===== config.mk =====
export PLATFORM = sky130hd
export DESIGN_NAME = bcd_calendar_clock_registers
export DESIGN_NICKNAME = d
export VERILOG_FILES = /design/src/rtl/bcdc_pkg.sv /design/src/rtl/bcdc_regs.sv /design/src/rtl/bcd_calendar_clock_registers.sv
export SDC_FILE = /design/constraint.sdc
export NUM_CORES = 1
export LEC_CHECK = 0
export ABC_AREA = 1
export BUFFER_PORTS_ARGS = -buffer_cell sky130_fd_sc_hd__buf_2
export CAP_MARGIN = 20
export CORE_MARGIN = 2
export CORE_UTILIZATION = 35
export CTS_BUF_LIST = sky130_fd_sc_hd__clkbuf_8
export CTS_CLUSTER_DIAMETER = 30
export DETAILED_ROUTE_END_ITERATION = 6
export GPL_TIMING_DRIVEN = 0
export HOLD_SLACK_MARGIN = 0.12
export PLACE_DENSITY = 0.58
export SYNTH_ARGS = -nofsm -noshare
export SYNTH_HDL_FRONTEND = slang
export SYNTH_SLANG_ARGS = --single-unit

===== constraint.sdc =====
create_clock -name clk -period 7.64 [get_ports clk]
set_input_delay 0 -clock clk [delete_from_list [all_inputs] [get_ports clk]]
set_output_delay 0 -clock clk [all_outputs]
set_load 0.02 [all_outputs]

===== src/rtl/bcdc_pkg.sv =====
// ----------------------------------------------------------------------------
// bcdc_pkg
// Shared types, register indices and BCD helpers for the calendar clock
// register file.
// ----------------------------------------------------------------------------
package bcdc_pkg;

	// Operation carried in tuser
	typedef enum logic [1:0] {
		FUNC_TICK  = 2'd0,
		FUNC_READ  = 2'd1,
		FUNC_WRITE = 2'd2,
		FUNC_NONE  = 2'd3
	} func_t;

	// One bus transaction as seen by the register file
	typedef struct packed {
		func_t       func;
		logic [3:0]  idx;
		logic [7:0]  data;
	} op_t;

	// Register indices
	localparam logic [3:0] REG_SEC   = 4'd0;
	localparam logic [3:0] REG_MIN   = 4'd2;
	localparam logic [3:0] REG_HOUR  = 4'd4;
	localparam logic [3:0] REG_DOW   = 4'd6;
	localparam logic [3:0] REG_DOM   = 4'd7;
	localparam logic [3:0] REG_MONTH = 4'd8;
	localparam logic [3:0] REG_YEAR  = 4'd9;
	localparam logic [3:0] REG_B_IDX = 4'd11;
	localparam logic [3:0] REG_D_IDX = 4'd13;

	// Clock registers 0..9 are writable and stored
	localparam int unsigned NUM_CLK_REGS = 10;
	localparam logic [3:0]  CLK_REG_LIMIT = 4'd10;

	localparam logic [7:0] REG_B_RESET = 8'h02;
	localparam logic [7:0] REG_D_VALUE = 8'h80;
	localparam int unsigned MODE_BIN_BIT = 2;

	// Days in the given month; invalid months count as 31, leap Feb on year[1:0]==0
	function automatic logic [7:0] days_in_month(input logic [7:0] month,
	                                             input logic [7:0] year);
		logic [7:0] d;
		begin
			unique case (month)
				8'd1, 8'd3, 8'd5, 8'd7, 8'd8, 8'd10, 8'd12: d = 8'd31;
				8'd4, 8'd6, 8'd9, 8'd11:                   d = 8'd30;
				8'd2: d = (year[1:0] == 2'b00) ? 8'd29 : 8'd28;
				default:                                  d = 8'd31;
			endcase
			return d;
		end
	endfunction

	// Binary to BCD: tens via multiply by 205 >> 11 (exact below 1029)
	function automatic logic [7:0] to_bcd(input logic [7:0] v);
		logic [17:0] prod;
		logic [7:0]  tens;
		logic [7:0]  units;
		begin
			prod  = {10'd0, v} * 18'd205;
			tens  = prod[18-1:11] & 8'h7F;
			units = v - 8'(tens * 8'd10);
			return 8'({tens[3:0], 4'b0000}) + units;
		end
	endfunction

	// BCD to binary; nibbles above 9 are taken as they stand
	function automatic logic [7:0] from_bcd(input logic [7:0] v);
		begin
			return 8'(v[7:4] * 8'd10) + {4'b0000, v[3:0]};
		end
	endfunction

endpackage


===== src/rtl/bcdc_regs.sv =====
// ----------------------------------------------------------------------------
// bcdc_regs
// Clock register store with the one-second calendar update, BCD write
// conversion and the read mux.
// ----------------------------------------------------------------------------
module bcdc_regs (
	input  logic               clk,
	input  logic               arst_n,
	input  logic               en,       // apply op this cycle
	input  bcdc_pkg::op_t      op,
	input  logic [7:0]         reg_b,
	output logic [7:0]         rd_data
);

	logic [7:0] regs_q [bcdc_pkg::NUM_CLK_REGS];
	logic [7:0] regs_d [bcdc_pkg::NUM_CLK_REGS];
	logic       bin_mode;
	logic [7:0] sec_inc, min_inc, hour_inc, dow_inc, dom_inc, month_inc, year_inc;
	logic [7:0] dim;
	logic [7:0] rd_raw;

	assign bin_mode = reg_b[bcdc_pkg::MODE_BIN_BIT];

	// Incremented values, wrap at 256
	assign sec_inc   = regs_q[bcdc_pkg::REG_SEC]   + 8'd1;
	assign min_inc   = regs_q[bcdc_pkg::REG_MIN]   + 8'd1;
	assign hour_inc  = regs_q[bcdc_pkg::REG_HOUR]  + 8'd1;
	assign dow_inc   = regs_q[bcdc_pkg::REG_DOW]   + 8'd1;
	assign dom_inc   = regs_q[bcdc_pkg::REG_DOM]   + 8'd1;
	assign month_inc = regs_q[bcdc_pkg::REG_MONTH] + 8'd1;
	assign year_inc  = regs_q[bcdc_pkg::REG_YEAR]  + 8'd1;
	assign dim = bcdc_pkg::days_in_month(regs_q[bcdc_pkg::REG_MONTH],
	                                     regs_q[bcdc_pkg::REG_YEAR]);

	// Next state: tick carry chain or bus write
	always_comb begin
		regs_d = regs_q;
		unique case (op.func)
			bcdc_pkg::FUNC_TICK: begin
				if (sec_inc < 8'd60) begin
					regs_d[bcdc_pkg::REG_SEC] = sec_inc;
				end else begin
					regs_d[bcdc_pkg::REG_SEC] = 8'd0;
					if (min_inc < 8'd60) begin
						regs_d[bcdc_pkg::REG_MIN] = min_inc;
					end else begin
						regs_d[bcdc_pkg::REG_MIN] = 8'd0;
						if (hour_inc < 8'd24) begin
							regs_d[bcdc_pkg::REG_HOUR] = hour_inc;
						end else begin
							regs_d[bcdc_pkg::REG_HOUR] = 8'd0;
							regs_d[bcdc_pkg::REG_DOW] = (dow_inc > 8'd7) ? 8'd1 : dow_inc;
							if (dom_inc <= dim) begin
								regs_d[bcdc_pkg::REG_DOM] = dom_inc;
							end else begin
								regs_d[bcdc_pkg::REG_DOM] = 8'd1;
								if (month_inc <= 8'd12) begin
									regs_d[bcdc_pkg::REG_MONTH] = month_inc;
								end else begin
									regs_d[bcdc_pkg::REG_MONTH] = 8'd1;
									regs_d[bcdc_pkg::REG_YEAR] =
										(year_inc >= 8'd100) ? 8'd0 : year_inc;
								end
							end
						end
					end
				end
			end
			bcdc_pkg::FUNC_WRITE: begin
				if (op.idx < bcdc_pkg::CLK_REG_LIMIT) begin
					regs_d[op.idx] = bin_mode ? op.data : bcdc_pkg::from_bcd(op.data);
				end
			end
			default: begin
			end
		endcase
	end

	// Store, cleared at reset
	always_ff @(posedge clk or negedge arst_n) begin
		if (!arst_n) begin
			for (int i = 0; i < bcdc_pkg::NUM_CLK_REGS; i++) begin
				regs_q[i] <= 8'd0;
			end
		end else if (en) begin
			regs_q <= regs_d;
		end
	end

	// Read mux; fixed registers outside the store
	always_comb begin
		rd_raw  = 8'd0;
		rd_data = 8'd0;
		if (op.func == bcdc_pkg::FUNC_READ) begin
			if (op.idx < bcdc_pkg::CLK_REG_LIMIT) begin
				rd_raw  = regs_q[op.idx];
				rd_data = bin_mode ? rd_raw : bcdc_pkg::to_bcd(rd_raw);
			end else if (op.idx == bcdc_pkg::REG_B_IDX) begin
				rd_data = reg_b;
			end else if (op.idx == bcdc_pkg::REG_D_IDX) begin
				rd_data = bcdc_pkg::REG_D_VALUE;
			end
		end
	end

endmodule


===== src/rtl/bcd_calendar_clock_registers.sv =====
// ----------------------------------------------------------------------------
// bcd_calendar_clock_registers
// Sixteen-byte calendar clock register file with a one-second tick.
// ----------------------------------------------------------------------------
// One transaction in, one transaction out, for every operation (tick, read,
// write, and the unused code, which answers zero). A new transaction can be
// taken every cycle while the output side does not stall; each accepted
// transaction waits in the input stage, where the register store is updated
// and the read mux evaluated, then moves into the result register, which
// holds the answer while the output side stalls. Register B is written
// through cfg_wr_en/cfg_wr_data; the user must write it only while the block
// is idle, which the block itself does not enforce. Clock registers live in
// binary; reads and writes of indices 0..9 go through BCD unless register B bit 2 is set.
module bcd_calendar_clock_registers (
	input  logic        clk,
	input  logic        arst_n,
	input  logic        cfg_wr_en,
	input  logic [7:0]  cfg_wr_data,
	input  logic        s_axis_tvalid,
	output logic        s_axis_tready,
	input  logic [15:0] s_axis_tdata,   // [3:0] reg_index, [11:4] write_data, [15:12] zero
	input  logic [1:0]  s_axis_tuser,   // [1:0] func
	output logic        m_axis_tvalid,
	input  logic        m_axis_tready,
	output logic [7:0]  m_axis_tdata    // [7:0] read_data
);

	logic          valid_s1;
	bcdc_pkg::op_t op_s1;
	logic          s1_move;
	logic [7:0]    rd_data;
	logic [7:0]    reg_b_q;
	logic          m_valid_q;
	logic [7:0]    m_data_q;

	// Register B
	always_ff @(posedge clk or negedge arst_n) begin
		if (!arst_n) begin
			reg_b_q <= bcdc_pkg::REG_B_RESET;
		end else if (cfg_wr_en) begin
			reg_b_q <= cfg_wr_data;
		end
	end

	// Input stage handshake
	assign s1_move       = valid_s1 && (!m_valid_q || m_axis_tready);
	assign s_axis_tready = !valid_s1 || s1_move;

	always_ff @(posedge clk or negedge arst_n) begin
		if (!arst_n) begin
			valid_s1 <= 1'b0;
		end else if (s_axis_tready) begin
			valid_s1 <= s_axis_tvalid;
		end
	end

	always_ff @(posedge clk) begin
		if (s_axis_tready && s_axis_tvalid) begin
			op_s1.func <= bcdc_pkg::func_t'(s_axis_tuser);
			op_s1.idx  <= s_axis_tdata[3:0];
			op_s1.data <= s_axis_tdata[11:4];
		end
	end

	// Register store and datapath
	bcdc_regs u_regs (
		.clk     (clk),
		.arst_n  (arst_n),
		.en      (s1_move),
		.op      (op_s1),
		.reg_b   (reg_b_q),
		.rd_data (rd_data)
	);

	// Result register
	always_ff @(posedge clk or negedge arst_n) begin
		if (!arst_n) begin
			m_valid_q <= 1'b0;
		end else if (s1_move) begin
			m_valid_q <= 1'b1;
		end else if (m_axis_tready) begin
			m_valid_q <= 1'b0;
		end
	end

	always_ff @(posedge clk) begin
		if (s1_move) begin
			m_data_q <= rd_data;
		end
	end

	assign m_axis_tvalid = m_valid_q;
	assign m_axis_tdata  = m_data_q;

	// A stage that cannot drain keeps its transaction
	a_s1_hold: assert property (@(posedge clk) disable iff (!arst_n)
		(valid_s1 && !s1_move) |=> valid_s1)
		else $error("input stage dropped a transaction");

	// An empty input stage always takes a transaction
	a_ready_empty: assert property (@(posedge clk) disable iff (!arst_n)
		!valid_s1 |-> s_axis_tready)
		else $error("input stage empty but not ready");

	// Every drained transaction shows up as a result
	a_move_result: assert property (@(posedge clk) disable iff (!arst_n)
		s1_move |=> m_axis_tvalid)
		else $error("result missing after stage drain");

	// Only reads return data
	a_nonread_zero: assert property (@(posedge clk) disable iff (!arst_n)
		(s1_move && op_s1.func != bcdc_pkg::FUNC_READ) |=> (m_axis_tdata == 8'd0))
		else $error("non-read transaction returned data");

endmodule

==> flow_metrics.env, run 1 <==
export IMPL_status="finished, violations left"
export IMPL_violations="DRC"
export IMPL_synth_cell_types=53
export IMPL_hold_viol=0
export IMPL_worst_slack_ns=0.3103
export IMPL_syn_inst=1056
export IMPL_yosys_register_bits=112
export IMPL_timing_final_crit_share_pct=95.94
export IMPL_leakagePower_nw=4.830
export IMPL_relSlewSlack_pct=26.88
export IMPL_antenna_found_initial=0
export IMPL_track_usage_pct=19.79
export IMPL_die_h_um=159.0
export IMPL_core_mm2=0.02354
export IMPL_swShare_pct=44.65
export IMPL_synth_avg_cell_area_um2=7.966
export IMPL_die_area_mm2=0.02529
export IMPL_place_ws_ns=-0.8805
export IMPL_placedCellCount=1413
export IMPL_comb_power_share_pct=52.4
export IMPL_vias_per_cell=5.115
export IMPL_finClkSkew_ns=0.01202
export IMPL_final_nets=1286
export IMPL_place_area_mm2=0.009029
export IMPL_syn_area_mm2=0.008412
export IMPL_required_ns=7.77
export IMPL_io_buffers=35
export IMPL_crit_path_end_kind="flop"
export IMPL_drive_gt1_share_pct=15.51
export IMPL_final_cell_mix="nand2_1, inv_1, dfrtp_1"
export IMPL_synth_nets=1180
export IMPL_ys_async_sr_fraction_pct=80.36
export IMPL_final_setup_tns_ns=0
export IMPL_finalNonFillerCells=1486
export IMPL_final_common_cell="nand2_1"
export IMPL_ys_seq_area_share_pct=34.64
export IMPL_drt_initial_drc_count=540
export IMPL_setup_viol=0
export IMPL_yosysWarnings=0
export IMPL_power_switching_mw=1.138
export IMPL_grt_pass1_wl_mm=39.75
export IMPL_crit_slowest_cell="fa_1"
export IMPL_route_detailed_drc=2
export IMPL_initial_core_util_pct=35.73
export IMPL_critical_path_class="flop to flop"
export IMPL_pwr_share_seq_pct=33.2
export IMPL_post_route_min_period_ns=7.330
export IMPL_grt_max_degree=59
export IMPL_root_buffer="clkbuf_8"
export IMPL_fin_area_mm2=0.01009
export IMPL_ir_drop_mv=0.1295
export IMPL_critPathArrivalTime_ns=7.46
export IMPL_routedWlPerCell_um=16.73
export IMPL_numClockSinks=112
export IMPL_drtAntennaViolNets=0
export IMPL_die_w_um=159.0
export IMPL_grt_pass1_vias=7365
export IMPL_drv_cap=0
export IMPL_diodes=0
export IMPL_synth_edf_count=22
export IMPL_crit_family="adder cells"
export IMPL_p_per_area_mw_per_mm2=252.5
export IMPL_dp_hpwl_mm=18.40
export IMPL_path_buf_inv=9
export IMPL_finalWeightedCongestion=0.9242
export IMPL_nFillCells=2412
export IMPL_slew_violations=0
export IMPL_power_share_clock_pct=14.4
export IMPL_cp_max_fo=10
export IMPL_timing_fmax_ghz=0.1364
export IMPL_wirelength_mm=24.86
export IMPL_tightestPinTransition_ns=1.090
export IMPL_crit_path_start_kind="flop"
export IMPL_firstDrtPassIters=7
export IMPL_ioPinCount=41
export IMPL_hold_class="input port to flop"
export IMPL_htree_num_levels=3
export IMPL_tritoncts="done"
export IMPL_row_count=56
export IMPL_area_growth_pct=19.98
export IMPL_clock_latency_ns=0.39
export IMPL_p_int_mw=1.411
export IMPL_synth_flop_cell="dfrtp_1"
export IMPL_numCtsBuffers=9
export IMPL_detailroute_via_count=7601
export IMPL_ctsLongestPathBuffers=2
export IMPL_slowest_delay_ns=0.52
export IMPL_grt_overflow=0
export IMPL_clk_pin_slew_ns=0.11
## cells in the mapped netlist, types with 7 or more instances
cell	instances	area share, %
nand3_1	41	2.4
nor3_1	14	0.83
a22oi_1	11	0.98
clkbuf_1	9	0.40
fa_1	17	4.0
dfrtp_1	89	26
o22ai_1	44	3.3
nor2_1	61	2.7
o21ai_0	91	5.4
ha_1	76	11
nand2_1	228	10
edfxtp_1	22	7.9
inv_2	9	0.40
xor2_1	25	2.6
o32ai_1	8	0.83
nand2_2	7	0.52
o21ai_1	13	0.77
a21oi_1	40	2.4
o221ai_1	7	0.73
inv_1	164	7.3
## state kept, by name, summed over array words and instances, names as in the netlist
signal / cells
reg_b_q: 8
u_regs.regs_q: 80
m_axis_tdata: 8
valid_s1: 1
op_s1: 14
m_axis_tvalid: 1
## power groups by stage
stage,Sequential (mW),Combinational [mW],Clock [mW]
final,0.846,1.34,0.367
after floorplan,0.832,0.865,0
after detailed placement,0.853,1.17,0
after CTS,0.842,1.23,0.378
after global routing,0.862,1.52,0.401
after global placement,0.853,1.15,0
## worst reg2reg max path: cells and delay by family (launching register included)
family          cells  cell delay, ns
compound gates      9            1.32
xor+xnor            1            0.16
fa+ha+maj          10            3.48
buf+inv             9            0.95
flops               1            0.51
simple gates        7            0.61
## final timing paths
check / from / endpoint / slack, ns / depth (start not counted)
setup / recovery: op_s1[8] / m_axis_tdata[7] / 0.31 / 36
hold / removal: cfg_wr_en / reg_b_q[6] / 0.16 / 2
setup reg to reg: op_s1[8] / m_axis_tdata[7] / 0.31 / 36
hold reg to reg: u_regs.regs_q[34] / u_regs.regs_q[34] / 0.50 / 2
max in group asynchronous: arst_n / u_regs.regs_q[16] / 6.57 / 4
min in group asynchronous: arst_n / reg_b_q[0] / 0.53 / 3
## area by class of cell
cell class	count	area, µm²	share of cell area, %
Buffer	18	133.9	1.327
Clock buffer	9	123.9	1.227
Multi-Input combinational cell	750	5035	49.89
Clock inverter	7	66.31	0.6571
Inverter	176	668.1	6.620
Sequential cell	112	2914	28.87
Tap cell	319	399.1	3.955
Timing Repair Buffer	95	752.0	7.451
## stage by stage
step                power (mW)  utilization [%]  hold slack [ns]
floorplan                1.697                -          -0.2956
global placement         2.006            38.17           0.1762
detailed placement       2.024            38.35         0.001136
CTS                      2.455            41.45           0.1490
global route             2.781            42.87           0.1882
finish                   2.549            42.87           0.1645
## metal layers
layer  GRT usage (%)  share of wire (%)
met4           6.983                2.8
met2           31.70                 46
met3           2.292                4.1
met1           27.73                 47
met5               0                  0
## what timing repair did
action	CTS	global route
setup buffers	11	12
pin swaps	11	19
hold endpoints to repair	114	0
cloned	0	1
setup endpoints to repair	4	3
hold buffers	33	0
resized for setup	31	49
## cells by family after synthesis
kind of cell    Yosys count  share of synthesized area (%)
fa+ha+maj                93                          15.35
simple gates            380                          19.81
xor+xnor                 32                          3.421
buf+inv                 194                          9.088
mux                       6                         0.8032
flops                   112                          34.64
compound gates          239                          16.88
Note: power is estimated with default switching activity, not from simulation.
==> run 2: changes to the inputs <==
Settings changed: CELL_PAD_IN_SITES_DETAIL_PLACEMENT from default to 0, CELL_PAD_IN_SITES_GLOBAL_PLACEMENT from default to 1, PLACE_DENSITY 0.58 to 0.69.
Clock period 7.64 ns to 9 ns, I/O delays scaled along.
==> flow_metrics.env, run 2 (same netlist as run 1, synthesis figures left out) <==
export IMPL_status="finished clean"
export IMPL_track_usage_pct=20.02
export IMPL_finalWeightedCongestion=0.8661
export IMPL_relSlewSlack_pct=36.44
export IMPL_row_count=56
export IMPL_largest_reg_flops=80
export IMPL_drv_cap=0
export IMPL_wl_met2_mm=11.37
export IMPL_grt_pass1_wl_mm=39.94
export IMPL_rsz0062_at_grt="false"
export IMPL_critPathArrivalTime_ns=8.53
export IMPL_clock_latency_ns=0.41
export IMPL_place_ws_ns=0.6110
export IMPL_root_buffer="clkbuf_8"
export IMPL_numCtsBuffers=9
export IMPL_fin_util_pct=40.73
export IMPL_dp_hpwl_mm=18.92
export IMPL_p_per_area_mw_per_mm2=214.9
export IMPL_core_mm2=0.02354
export IMPL_largestRegisters="u_regs.regs_q: 80 flops, op_s1: 14 flops"
export IMPL_post_route_min_period_ns=8.369
export IMPL_antenna_found_initial=0
export IMPL_die_w_um=159.0
export IMPL_total_power_mw=2.060
export IMPL_routedWlPerCell_um=16.86
export IMPL_highest_layer="met4"
export IMPL_io_buffers=35
export IMPL_r2r_cells=34
export IMPL_firstDrtPassIters=5
export IMPL_hold_class="input port to async pin"
export IMPL_ctsLongestPathBuffers=2
export IMPL_clk_pin_slew_ns=0.11
export IMPL_detailroute_via_count=7386
export IMPL_finClkSkew_ns=0.01013
export IMPL_die_h_um=159.0
export IMPL_setup_viol=0
export IMPL_initial_core_util_pct=35.73
export IMPL_drt_initial_drc_count=643
export IMPL_area_growth_pct=13.98
export IMPL_slowest_delay_ns=0.52
export IMPL_timing_fmax_ghz=0.1195
export IMPL_worst_slack_ns=0.6308
export IMPL_critical_path_class="flop to flop"
export IMPL_leakagePower_nw=4.657
export IMPL_final_setup_tns_ns=0
export IMPL_htree_num_levels=3
export IMPL_hold_viol=0
export IMPL_ioPinCount=41
export IMPL_met1_length_mm=11.96
export IMPL_nFillCells=2461
export IMPL_crit_slowest_cell="fa_1"
export IMPL_grt_pass1_vias=7240
export IMPL_tritoncts="done"
export IMPL_ir_drop_mv=0.1009
export IMPL_vias_per_cell=5.042
export IMPL_drive_gt1_share_pct=9.424
export IMPL_crit_path_end_kind="flop"
export IMPL_top_register="u_regs.regs_q"
export IMPL_diodes=0
export IMPL_die_area_mm2=0.02529
export IMPL_required_ns=9.16
export IMPL_cp_max_fo=10
export IMPL_wirelength_mm=24.70
export IMPL_final_common_cell="nand2_1"
export IMPL_final_cell_mix="nand2_1, inv_1, o21ai_0"
export IMPL_final_nets=1265
export IMPL_route_detailed_drc=0
export IMPL_drtAntennaViolNets=0
export IMPL_routed_wl_met3_um=875
export IMPL_numClockSinks=112
export IMPL_slew_violations=0
export IMPL_tightestPinTransition_ns=0.9434
export IMPL_grt_max_degree=50
export IMPL_grt_overflow=0
export IMPL_timing_final_crit_share_pct=92.99
export IMPL_crit_path_start_kind="flop"
-- run 2: cell type report --
cell class              count  area, µm²  area share (%)
multi-input cells         750       4733           49.37
flip-flops and latches    112       2914           30.39
inverters                 176      660.6           6.890
repair buffers             74      581.8           6.068
well taps                 319      399.1           4.163
clock buffers               9      123.9           1.292
plain buffers              18      103.9           1.083
clock inverters             7      71.32          0.7438
-- run 2: power by group --
part | internal [mW] | switching (mW) | total [mW] | leakage (nW)
Sequential | 0.622 | 0.0961 | 0.718 | 1.36
Clock | 0.130 | 0.191 | 0.320 | 0.0991
Combinational | 0.383 | 0.639 | 1.02 | 3.19
-- run 2: what timing repair did --
| action | CTS | global route |
|---|---|---|
| endpoints found under the setup margin | 0 | 0 |
| hold buffers | 35 | 0 |
| buffers inserted | 0 | 0 |
| hold endpoints to repair | 113 | 0 |
| resized for setup | 0 | 0 |
-- run 2: final timing paths --
check                                   from  slack [ns]                end
max in group asynchronous             arst_n        8.16         reg_b_q[1]
hold / removal                        arst_n        0.12  u_regs.regs_q[59]
setup / recovery                    op_s1[8]        0.63    m_axis_tdata[7]
min in group clk                   cfg_wr_en        0.12         reg_b_q[3]
setup reg to reg                    op_s1[8]        0.63    m_axis_tdata[7]
hold reg to reg            u_regs.regs_q[66]        0.50  u_regs.regs_q[66]
-- run 2: per-layer routing --
metal,vias to the layer above,global-route usage (%)
met4,0,5.702
li1,3704,-
met1,3488,28.56
met5,-,0
met3,30,1.641
met2,164,32.63
-- run 2: metrics by stage --
stage	hold slack, ns	cell area (µm²)	instances
floorplan	-0.2956	8412	1056
global placement	0.1778	8986	1410
detailed placement	0.05000	9042	1414
CTS	0.1212	9588	1465
global route	0.1626	9588	1465
finish	0.1182	9588	1465
-- run 2: critical path: cells and delay by family, from the launching register on --
| family | cells | cell delay, ns |
|---|---|---|
| XOR/XNOR | 1 | 0.36 |
| AND/OR/NAND/NOR | 7 | 0.82 |
| AO/OA/AOI/OAI | 9 | 1.59 |
| adder cells (fa/ha/maj) | 10 | 3.98 |
| flip-flops | 1 | 0.44 |
| buffers and inverters | 7 | 0.93 |
